[src/rtl/eaae_pkg.sv]
`default_nettype none

package eaae_pkg;

    localparam int unsigned POSITION_BITS_DEF = 16;
    localparam int unsigned START_BITS        = 17;
    localparam int unsigned LEN_BITS          = 11;
    localparam int unsigned CFG_INDEX_BITS    = 3;
    localparam int unsigned CFG_DATA_BITS     = 8;

    // Register indexes on the configuration port
    localparam logic [CFG_INDEX_BITS-1:0] REG_CODE_RES       = 3'd0;
    localparam logic [CFG_INDEX_BITS-1:0] REG_CODE_MAC       = 3'd1;
    localparam logic [CFG_INDEX_BITS-1:0] REG_CODE_ECDHE     = 3'd2;
    localparam logic [CFG_INDEX_BITS-1:0] REG_CODE_HYBRID    = 3'd3;
    localparam logic [CFG_INDEX_BITS-1:0] REG_CODE_KEM_CTEXT = 3'd4;

    localparam logic [7:0] CODE_RES_RST       = 8'd3;
    localparam logic [7:0] CODE_MAC_RST       = 8'd11;
    localparam logic [7:0] CODE_ECDHE_RST     = 8'd150;
    localparam logic [7:0] CODE_HYBRID_RST    = 8'd151;
    localparam logic [7:0] CODE_KEM_CTEXT_RST = 8'd152;

    localparam logic [START_BITS-1:0] FIRST_ATTR_START = 17'd8;

    // Fixed attribute spans and value sizes
    localparam logic [LEN_BITS-1:0] HYBRID_TOTAL    = 11'd1124;
    localparam logic [LEN_BITS-1:0] KEM_CTEXT_TOTAL = 11'd1092;
    localparam logic [LEN_BITS-1:0] HYBRID_SIZE     = 11'd1120;
    localparam logic [LEN_BITS-1:0] KEM_CTEXT_SIZE  = 11'd1088;
    localparam logic [LEN_BITS-1:0] ECDHE_SIZE      = 11'd32;
    localparam logic [LEN_BITS-1:0] MAC_SIZE        = 11'd16;
    localparam logic [LEN_BITS-1:0] ATTR_HEAD_LEN   = 11'd4;

    typedef enum logic [2:0] {
        PH_SEEK    = 3'd0,
        PH_LENGTH  = 3'd1,
        PH_BITS_HI = 3'd2,
        PH_BITS_LO = 3'd3,
        PH_PAD1    = 3'd4,
        PH_PAD2    = 3'd5,
        PH_VALUE   = 3'd6
    } phase_t;

    typedef enum logic [1:0] {
        OC_FOUND     = 2'd0,
        OC_NOT_FOUND = 2'd1,
        OC_REJECTED  = 2'd2,
        OC_TRUNCATED = 2'd3
    } outcome_t;

    typedef struct packed {
        logic [7:0] code_res;
        logic [7:0] code_mac;
        logic [7:0] code_ecdhe;
        logic [7:0] code_hybrid;
        logic [7:0] code_kem_ctext;
    } cfg_t;

    typedef struct packed {
        logic [7:0] packet_byte;
        logic       last_byte;
        logic [7:0] wanted_type;
    } in_item_t;

    typedef struct packed {
        logic [7:0] value_byte;
        logic       byte_valid;
        logic       done_res;
        outcome_t   outcome;
    } res_t;

endpackage

`default_nettype wire

[src/rtl/eaae_if.sv]
`default_nettype none

interface eaae_msg_if;
    logic       valid;
    logic       ready;
    logic [7:0] packet_byte;
    logic       last_byte;
    logic [7:0] wanted_type;

    modport source (output valid, output packet_byte, output last_byte, output wanted_type,
                    input ready);
    modport sink (input valid, input packet_byte, input last_byte, input wanted_type,
                  output ready);
endinterface

interface eaae_res_if;
    logic       valid;
    logic       ready;
    logic [7:0] value_byte;
    logic       byte_valid;
    logic       done_res;
    logic [1:0] outcome;

    modport source (output valid, output value_byte, output byte_valid, output done_res,
                    output outcome, input ready);
    modport sink (input valid, input value_byte, input byte_valid, input done_res,
                  input outcome, output ready);
endinterface

`default_nettype wire

[src/rtl/eaae_cfg_regs.sv]
`default_nettype none

module eaae_cfg_regs (
    input  wire logic                               clk,
    input  wire logic                               rst_n,
    input  wire logic                               cfg_we,
    input  wire logic [eaae_pkg::CFG_INDEX_BITS-1:0] cfg_index,
    input  wire logic [eaae_pkg::CFG_DATA_BITS-1:0]  cfg_data,
    output eaae_pkg::cfg_t                          cfg
);
    import eaae_pkg::*;

    cfg_t cfg_reg;
    cfg_t cfg_next;

    always_comb
    begin
        cfg_next = cfg_reg;
        if (cfg_we)
        begin
            case (cfg_index)
                REG_CODE_RES:       cfg_next.code_res       = cfg_data;
                REG_CODE_MAC:       cfg_next.code_mac       = cfg_data;
                REG_CODE_ECDHE:     cfg_next.code_ecdhe     = cfg_data;
                REG_CODE_HYBRID:    cfg_next.code_hybrid    = cfg_data;
                REG_CODE_KEM_CTEXT: cfg_next.code_kem_ctext = cfg_data;
                default:            cfg_next = cfg_reg;
            endcase
        end
    end

    always_ff @(posedge clk or negedge rst_n)
    begin
        if (!rst_n)
        begin
            cfg_reg.code_res       <= CODE_RES_RST;
            cfg_reg.code_mac       <= CODE_MAC_RST;
            cfg_reg.code_ecdhe     <= CODE_ECDHE_RST;
            cfg_reg.code_hybrid    <= CODE_HYBRID_RST;
            cfg_reg.code_kem_ctext <= CODE_KEM_CTEXT_RST;
        end
        else
        begin
            cfg_reg <= cfg_next;
        end
    end

    assign cfg = cfg_reg;

endmodule

`default_nettype wire

[src/rtl/eaae_walker.sv]
`default_nettype none

module eaae_walker #(
    parameter int unsigned POSITION_BITS = eaae_pkg::POSITION_BITS_DEF
) (
    input  wire logic               clk,
    input  wire logic               rst_n,
    input  wire logic               step,
    input  wire eaae_pkg::in_item_t item,
    input  wire eaae_pkg::cfg_t     cfg,
    output logic                    res_valid,
    output eaae_pkg::res_t          res
);
    import eaae_pkg::*;

    localparam logic [POSITION_BITS-1:0] POS_MAX = {POSITION_BITS{1'b1}};

    logic [POSITION_BITS-1:0] pos_reg, pos_next;
    logic [START_BITS-1:0]    start_reg, start_next;
    phase_t                   phase_reg, phase_next;
    logic [7:0]               cur_type_reg, cur_type_next;
    logic [7:0]               target_reg, target_next;
    logic [LEN_BITS-1:0]      attr_len_reg, attr_len_next;
    logic [7:0]               bits_hi_reg, bits_hi_next;
    logic [LEN_BITS-1:0]      remain_reg, remain_next;
    logic                     reported_reg, reported_next;

    logic [7:0]          b;
    logic                last;
    logic                at_start;
    logic [LEN_BITS-1:0] total;
    logic [LEN_BITS-1:0] size;
    logic [15:0]         bit_count;
    logic [12:0]         vlen;
    logic [LEN_BITS-1:0] remain_dec;

    assign b          = item.packet_byte;
    assign last       = item.last_byte;
    assign at_start   = ({{(START_BITS-POSITION_BITS){1'b0}}, pos_reg} == start_reg);
    assign bit_count  = {bits_hi_reg, b};
    assign vlen       = bit_count[15:3];
    assign remain_dec = remain_reg - 11'd1;

    always_comb
    begin
        if (cur_type_reg == cfg.code_hybrid)
            total = HYBRID_TOTAL;
        else if (cur_type_reg == cfg.code_kem_ctext)
            total = KEM_CTEXT_TOTAL;
        else
            total = {1'b0, b, 2'b00};

        if (cur_type_reg == cfg.code_mac)
            size = MAC_SIZE;
        else if (cur_type_reg == cfg.code_ecdhe)
            size = ECDHE_SIZE;
        else if (cur_type_reg == cfg.code_hybrid)
            size = HYBRID_SIZE;
        else if (cur_type_reg == cfg.code_kem_ctext)
            size = KEM_CTEXT_SIZE;
        else
            size = '0;
    end

    always_comb
    begin
        pos_next      = pos_reg;
        start_next    = start_reg;
        phase_next    = phase_reg;
        cur_type_next = cur_type_reg;
        target_next   = (pos_reg == '0) ? item.wanted_type : target_reg;
        attr_len_next = attr_len_reg;
        bits_hi_next  = bits_hi_reg;
        remain_next   = remain_reg;
        reported_next = reported_reg;

        res_valid      = 1'b0;
        res.value_byte = '0;
        res.byte_valid = 1'b0;
        res.done_res   = 1'b0;
        res.outcome    = OC_FOUND;

        if (!reported_reg)
        begin
            case (phase_reg)
                PH_SEEK:
                begin
                    if (at_start)
                    begin
                        cur_type_next = b;
                        if (last)
                        begin
                            res_valid   = 1'b1;
                            res.done_res = 1'b1;
                            res.outcome = OC_NOT_FOUND;
                        end
                        else
                            phase_next = PH_LENGTH;
                    end
                    else if (last)
                    begin
                        res_valid    = 1'b1;
                        res.done_res = 1'b1;
                        res.outcome  = OC_NOT_FOUND;
                    end
                end
                PH_LENGTH:
                begin
                    attr_len_next = total;
                    if (cur_type_reg == target_next)
                    begin
                        if (cur_type_reg == cfg.code_res)
                        begin
                            if (total < ATTR_HEAD_LEN)
                            begin
                                res_valid    = 1'b1;
                                res.done_res = 1'b1;
                                res.outcome  = OC_REJECTED;
                            end
                            else if (last)
                            begin
                                res_valid    = 1'b1;
                                res.done_res = 1'b1;
                                res.outcome  = OC_TRUNCATED;
                            end
                            else
                                phase_next = PH_BITS_HI;
                        end
                        else if (size == '0)
                        begin
                            res_valid    = 1'b1;
                            res.done_res = 1'b1;
                            res.outcome  = OC_REJECTED;
                        end
                        else if (last)
                        begin
                            res_valid    = 1'b1;
                            res.done_res = 1'b1;
                            res.outcome  = OC_TRUNCATED;
                        end
                        else
                        begin
                            remain_next = size;
                            phase_next  = PH_PAD1;
                        end
                    end
                    // a zero-sized attribute would never advance the walk
                    else if (total == '0)
                    begin
                        res_valid    = 1'b1;
                        res.done_res = 1'b1;
                        res.outcome  = OC_REJECTED;
                    end
                    else if (last)
                    begin
                        res_valid    = 1'b1;
                        res.done_res = 1'b1;
                        res.outcome  = OC_NOT_FOUND;
                    end
                    else
                    begin
                        start_next = start_reg + {{(START_BITS-LEN_BITS){1'b0}}, total};
                        phase_next = PH_SEEK;
                    end
                end
                PH_BITS_HI:
                begin
                    bits_hi_next = b;
                    if (last)
                    begin
                        res_valid    = 1'b1;
                        res.done_res = 1'b1;
                        res.outcome  = OC_TRUNCATED;
                    end
                    else
                        phase_next = PH_BITS_LO;
                end
                PH_BITS_LO:
                begin
                    if (attr_len_reg < ATTR_HEAD_LEN ||
                        vlen > {2'b00, attr_len_reg - ATTR_HEAD_LEN})
                    begin
                        res_valid    = 1'b1;
                        res.done_res = 1'b1;
                        res.outcome  = OC_REJECTED;
                    end
                    else if (vlen == '0)
                    begin
                        res_valid    = 1'b1;
                        res.done_res = 1'b1;
                        res.outcome  = OC_FOUND;
                    end
                    else if (last)
                    begin
                        res_valid    = 1'b1;
                        res.done_res = 1'b1;
                        res.outcome  = OC_TRUNCATED;
                    end
                    else
                    begin
                        remain_next = vlen[LEN_BITS-1:0];
                        phase_next  = PH_VALUE;
                    end
                end
                PH_PAD1, PH_PAD2:
                begin
                    if (last)
                    begin
                        res_valid    = 1'b1;
                        res.done_res = 1'b1;
                        res.outcome  = OC_TRUNCATED;
                    end
                    else
                        phase_next = (phase_reg == PH_PAD1) ? PH_PAD2 : PH_VALUE;
                end
                PH_VALUE:
                begin
                    remain_next    = remain_dec;
                    res_valid      = 1'b1;
                    res.value_byte = b;
                    res.byte_valid = 1'b1;
                    if (remain_dec == '0)
                    begin
                        res.done_res = 1'b1;
                        res.outcome  = OC_FOUND;
                    end
                    else if (last)
                    begin
                        res.done_res = 1'b1;
                        res.outcome  = OC_TRUNCATED;
                    end
                end
                default:
                begin
                    phase_next = PH_SEEK;
                    if (last)
                    begin
                        res_valid    = 1'b1;
                        res.done_res = 1'b1;
                        res.outcome  = OC_NOT_FOUND;
                    end
                end
            endcase
        end

        if (res.done_res)
            reported_next = 1'b1;

        // saturate so that far attributes are simply never reached
        if (pos_reg != POS_MAX)
            pos_next = pos_reg + 1'b1;

        if (last)
        begin
            pos_next      = '0;
            start_next    = FIRST_ATTR_START;
            phase_next    = PH_SEEK;
            cur_type_next = '0;
            attr_len_next = '0;
            bits_hi_next  = '0;
            remain_next   = '0;
            reported_next = 1'b0;
        end
    end

    always_ff @(posedge clk or negedge rst_n)
    begin
        if (!rst_n)
        begin
            pos_reg      <= '0;
            start_reg    <= FIRST_ATTR_START;
            phase_reg    <= PH_SEEK;
            cur_type_reg <= '0;
            target_reg   <= '0;
            attr_len_reg <= '0;
            bits_hi_reg  <= '0;
            remain_reg   <= '0;
            reported_reg <= 1'b0;
        end
        else if (step)
        begin
            pos_reg      <= pos_next;
            start_reg    <= start_next;
            phase_reg    <= phase_next;
            cur_type_reg <= cur_type_next;
            target_reg   <= target_next;
            attr_len_reg <= attr_len_next;
            bits_hi_reg  <= bits_hi_next;
            remain_reg   <= remain_next;
            reported_reg <= reported_next;
        end
    end

endmodule

`default_nettype wire

[src/rtl/eap_aka_attribute_extractor.sv]
// Path: a transaction that is accepted is held in the input register, and its result
// (if any) is then loaded into the result register by the walk step.
// Throughput: one message byte per cycle; set by the walk step between the input register
// and the result register, stalled only while a full result register is not taken.
// Reset: rst_n clears the walk state, empties both registers and loads the type code
// registers with their default codes.
`default_nettype none

module eap_aka_attribute_extractor #(
    parameter int unsigned POSITION_BITS = eaae_pkg::POSITION_BITS_DEF
) (
    input  wire logic                                clk,
    input  wire logic                                rst_n,
    eaae_msg_if.sink                                 msg,
    eaae_res_if.source                               result,
    input  wire logic                                cfg_we,
    input  wire logic [eaae_pkg::CFG_INDEX_BITS-1:0] cfg_index,
    input  wire logic [eaae_pkg::CFG_DATA_BITS-1:0]  cfg_data
);
    import eaae_pkg::*;

    cfg_t     cfg;
    in_item_t in_item_reg;
    logic     in_valid_reg;
    res_t     out_reg;
    logic     out_valid_reg, out_valid_next;
    logic     slot_free;
    logic     step;
    logic     res_valid;
    res_t     res;

    eaae_cfg_regs u_cfg (
        .clk       (clk),
        .rst_n     (rst_n),
        .cfg_we    (cfg_we),
        .cfg_index (cfg_index),
        .cfg_data  (cfg_data),
        .cfg       (cfg)
    );

    eaae_walker #(
        .POSITION_BITS (POSITION_BITS)
    ) u_walker (
        .clk       (clk),
        .rst_n     (rst_n),
        .step      (step),
        .item      (in_item_reg),
        .cfg       (cfg),
        .res_valid (res_valid),
        .res       (res)
    );

    assign slot_free = !out_valid_reg || result.ready;
    assign step      = in_valid_reg && slot_free;
    assign msg.ready = !in_valid_reg || step;

    always_ff @(posedge clk or negedge rst_n)
    begin
        if (!rst_n)
            in_valid_reg <= 1'b0;
        else if (msg.ready)
            in_valid_reg <= msg.valid;
    end

    always_ff @(posedge clk)
    begin
        if (msg.ready && msg.valid)
        begin
            in_item_reg.packet_byte <= msg.packet_byte;
            in_item_reg.last_byte   <= msg.last_byte;
            in_item_reg.wanted_type <= msg.wanted_type;
        end
    end

    always_comb
    begin
        out_valid_next = out_valid_reg;
        if (step)
            out_valid_next = res_valid;
        else if (result.ready)
            out_valid_next = 1'b0;
    end

    always_ff @(posedge clk or negedge rst_n)
    begin
        if (!rst_n)
            out_valid_reg <= 1'b0;
        else
            out_valid_reg <= out_valid_next;
    end

    // load the payload only with a new transaction, hold it while stalled
    always_ff @(posedge clk)
    begin
        if (step && res_valid)
            out_reg <= res;
    end

    assign result.valid      = out_valid_reg;
    assign result.value_byte = out_reg.value_byte;
    assign result.byte_valid = out_reg.byte_valid;
    assign result.done_res   = out_reg.done_res;
    assign result.outcome    = out_reg.outcome;

endmodule

`default_nettype wire

[src/flat_wrapper.sv]
// flat-port wrapper written by rule: the top's interface ports become plain ports
module eap_aka_attribute_extractor_flat import eaae_pkg::*;
#(
    parameter int unsigned POSITION_BITS = eaae_pkg::POSITION_BITS_DEF
)
  (clk, rst_n, cfg_we, cfg_index, cfg_data, msg_valid, msg_packet_byte, msg_last_byte, msg_wanted_type, msg_ready, result_valid, result_value_byte, result_byte_valid, result_done_res, result_outcome, result_ready);
  eaae_msg_if msg_i ();
  eaae_res_if result_i ();
  input  wire logic clk;
  input  wire logic rst_n;
  input  wire logic cfg_we;
  input  wire logic [eaae_pkg::CFG_INDEX_BITS-1:0] cfg_index;
  input  wire logic [eaae_pkg::CFG_DATA_BITS-1:0] cfg_data;
  input wire logic [$bits(msg_i.valid)-1:0] msg_valid;
  input wire logic [$bits(msg_i.packet_byte)-1:0] msg_packet_byte;
  input wire logic [$bits(msg_i.last_byte)-1:0] msg_last_byte;
  input wire logic [$bits(msg_i.wanted_type)-1:0] msg_wanted_type;
  output wire logic [$bits(msg_i.ready)-1:0] msg_ready;
  output wire logic [$bits(result_i.valid)-1:0] result_valid;
  output wire logic [$bits(result_i.value_byte)-1:0] result_value_byte;
  output wire logic [$bits(result_i.byte_valid)-1:0] result_byte_valid;
  output wire logic [$bits(result_i.done_res)-1:0] result_done_res;
  output wire logic [$bits(result_i.outcome)-1:0] result_outcome;
  input wire logic [$bits(result_i.ready)-1:0] result_ready;
  assign msg_i.valid = msg_valid;
  assign msg_i.packet_byte = msg_packet_byte;
  assign msg_i.last_byte = msg_last_byte;
  assign msg_i.wanted_type = msg_wanted_type;
  assign msg_ready = msg_i.ready;
  assign result_valid = result_i.valid;
  assign result_value_byte = result_i.value_byte;
  assign result_byte_valid = result_i.byte_valid;
  assign result_done_res = result_i.done_res;
  assign result_outcome = result_i.outcome;
  assign result_i.ready = result_ready;
  eap_aka_attribute_extractor #(.POSITION_BITS(POSITION_BITS)) u_core (.clk(clk), .rst_n(rst_n), .msg(msg_i), .result(result_i), .cfg_we(cfg_we), .cfg_index(cfg_index), .cfg_data(cfg_data));
endmodule
[config.mk]
export PLATFORM = sky130hd
export DESIGN_NAME = eap_aka_attribute_extractor_flat
export DESIGN_NICKNAME = d
export VERILOG_FILES = /design/src/rtl/eaae_pkg.sv /design/src/rtl/eaae_if.sv /design/src/rtl/eaae_cfg_regs.sv /design/src/rtl/eaae_walker.sv /design/src/rtl/eap_aka_attribute_extractor.sv /design/src/flat_wrapper.sv
export SDC_FILE = /design/constraint.sdc
export NUM_CORES = 1
export LEC_CHECK = 0
export BUFFER_PORTS_ARGS = -buffer_cell sky130_fd_sc_hd__buf_2
export CAP_MARGIN = 40
export CORE_MARGIN = 2
export CORE_UTILIZATION = 45
export CTS_CLUSTER_DIAMETER = 120
export DETAILED_ROUTE_END_ITERATION = 16
export GPL_ROUTABILITY_DRIVEN = 0
export PLACE_DENSITY = 0.63
export SYNTH_ARGS = -nofsm -noshare
export SYNTH_HDL_FRONTEND = slang
export SYNTH_HIERARCHICAL = 1
export SYNTH_SLANG_ARGS = --single-unit
[constraint.sdc]
create_clock -name clk -period 9.9 [get_ports clk]
set_input_delay 1.485 -clock clk [delete_from_list [all_inputs] [get_ports clk]]
set_output_delay 1.485 -clock clk [all_outputs]
set_load 0.05 [all_outputs]
==> metrics.cfg <==
[outcome]
status=finished, final reports clean

[sta]
period_needed_ns=4.48
hold_viol_final=0
finClkSkew_ns=0.00892
tns_ns=0
timing_worst_slew_pin_value_ns=0.861
slew_headroom_pct=42.6
rsz0062_at_grt=false
setup_viol=0
drv_slew=0
post-route-period-util_pct=45.3
max_freq_mhz=223
setup_slack_ns=5.42

[job]
maxCapViolCount=0

[synth]
async_flop_share_pct=80.7
post_synth.cell_area_avg_um2=10.4
syn_inst=821
yosysWarnings=6
yosysTopAreaCell=dfrtp_1
synth_edf_count=29
syn_area_mm2=0.00851
synth_top_area_share_pct=30.3
synthesis.nets=879
synth_cell_types=75
synthTopCellsByArea=dfrtp_1 (30%), edfxtp_1 (10%), mux2_2 (6.2%)
synth_most_common_cell=dfrtp_1
ys_seq_area_share_pct=46.1
yosys-top-cells-count=dfrtp_1 (103), nor2_1 (65), nand2_1 (59)
ys_seq_elements=150
synthFlopType=dfrtp_1

[power]
pwr-share-seq_pct=41.1
p_per_area_mw_per_mm2=229
p_leak_uw=0.00406
ir_worst_vdd_mv=0.165
internal-power_uw=1380
swShare_pct=36.8
p_clk_share_pct=28.8
combPwrFrac_pct=30.2
switchingPower_uw=802

[layout]
num_antenna_cells=0
final_util_pct=51.0
largest_reg_flops=40
final_layout_size_suffix_gt1_share_pct=19.4
n_fill_cell=1730
syn2layout_area_growth_pct=11.8
fin_nets=916
final_cell_area_mm2=0.00951

[global_route]
grt_pass1_vias=6087
grt_usage_pct=21.8
grt_pass1_wl_mm=33.8
antenna_found_initial=0
grt.overflow.total=0
grt_max_degree=56

[worst_hold_path]
whs_path_depth=1
worstHoldPathType=reg -> reg

[clock_network]
clk_pin_slew_ns=0.07
h-tree-depth=4
clock_tree.buffer_depth=2
numCtsBuffers=17
clk_latency_ns=0.43
post-cts-setup-buffers=0
tritoncts=built
cts_hold_buf=0
cts_resized=0
cts.sinks=150
cts-root-buf=clkbuf_16

[die]
die_h_um=141
rows=50
initial_core_util_pct=45.6
die_width_um=141
io_pins=47
die-area_mm2=0.0200
core_mm2=0.0186

[detailed_routing]
drt-wirelength-per-cell_um=18.9
num_vias=6398
antenna_left=0
drc_errors=0
viasPerCell=5.79
drtIter0Drc=512
dr.pass1.iters=5
drt-total-wl_mm=20.8

[setup_path]
rr_worst_depth=15
cp_max_fo=27
arrival_ns=4.83
worstPathRequired_ns=10.25
worst_setup_path_start_kind=input pin
crit_path_end_kind=flip-flop
worstSetupPathType=in -> reg

[placement]
placed_cell_area_mm2=0.00894
dp_slack_ns=4.92
io_buffers=46
dp_hpwl_mm=14.9

[per-stage QoR]
stage / cells / power, uW / hold slack [ns]
6_report: 1105 / 2180 / 0.513
5_1_grt: 1105 / 2310 / 0.540
3_5_place_dp: 1073 / 1550 / 0.503
3_3_place_gp: 1069 / 1540 / 0.487
4_1_cts: 1105 / 2190 / 0.518
2_1_floorplan: 821 / 1380 / 0.467
[final cells by class]
class	count	area [um2]	area share [%]
Inverter	39	146	1.54
Clock buffer	17	425	4.47
Multi-Input combinational cell	596	4270	44.9
Timing Repair Buffer	54	310	3.26
Tap cell	234	293	3.08
Sequential cell	150	3920	41.2
Clock inverter	15	140	1.47
[routing by layer]
layer  routed length, um  global-route usage [%]  vias up
met2                9790                    34.5      190
met5                   0                       0        -
met4                 282                    6.00        0
met3                1050                    3.78       19
met1                9710                    31.0     3150
li1                    -                       -     3039
[path summary, 6_finish.rpt]
kind,slack (ns),startpoint,end
max,5.42,result_ready,u_core/u_walker/start_reg[14]
min,0.51,u_core/u_walker/remain_reg[10],u_core/u_walker/remain_reg[10]
min in group asynchronous,1.10,rst_n,u_core/u_walker/remain_reg[3]
min reg2reg,0.51,u_core/u_walker/remain_reg[10],u_core/u_walker/remain_reg[10]
max in group asynchronous,7.69,rst_n,u_core/u_cfg/cfg[4]
max reg2reg,5.64,u_core/u_walker/cur_type_reg[5],u_core/u_walker/start_reg[16]
[worst max-delay path, stage by stage]
cell and delay [ns]:
buf_2 0.08, nand2b_1 0.13, and2_1 0.53, and2_1 0.72
a21oi_1 0.35, a41o_1 0.31, a21o_1 0.43, or4_1 0.61
a21oi_1 0.16
[layout by cell type, fill, tap and decap left out, types with 5 or more instances in the layout]
cell type,instances
a211oi_1,6
a21o_1,5
a21oi_1,25
a22o_1,8
a22oi_1,5
a31oi_1,5
and2_1,17
and3_1,11
buf_2,46
buf_4,7
clkbuf_16,17
dfrtp_1,103
dfstp_2,18
edfxtp_1,29
ha_1,24
inv_1,37
inv_6,5
mux2_2,47
mux2i_1,10
nand2_1,59
nand2b_1,11
nand3_1,27
nand4_1,16
nor2_1,65
nor2b_1,12
nor3_1,16
nor4_1,11
o21ai_0,25
o22ai_1,6
o31ai_1,12
o41ai_1,6
or3_1,6
or4_1,9
xnor2_1,45
xor2_1,44
[power groups by stage]
stage          clock network (uW)  registers [uW]  logic [uW]
4_1_cts                       643             895         653
2_1_floorplan                   0             857         524
3_3_place_gp                    0             904         633
6_report                      626             894         657
5_1_grt                       667             911         728
3_5_place_dp                    0             906         648
[logic make-up (layout without fill, tap and decap cells)]
kind of cell,count (synthesis),in the layout,share of synthesized area [%]
AND/OR/NAND/NOR,281,281,17.6
flip-flops,150,150,46.1
AO/OA/AOI/OAI,141,141,11.7
XOR/XNOR,89,89,9.16
buffers and inverters,75,125,3.80
multiplexers,60,60,7.93
adder cells (fa/ha/maj),25,25,3.77
No activity file was read; power rests on OpenSTA's default activity.
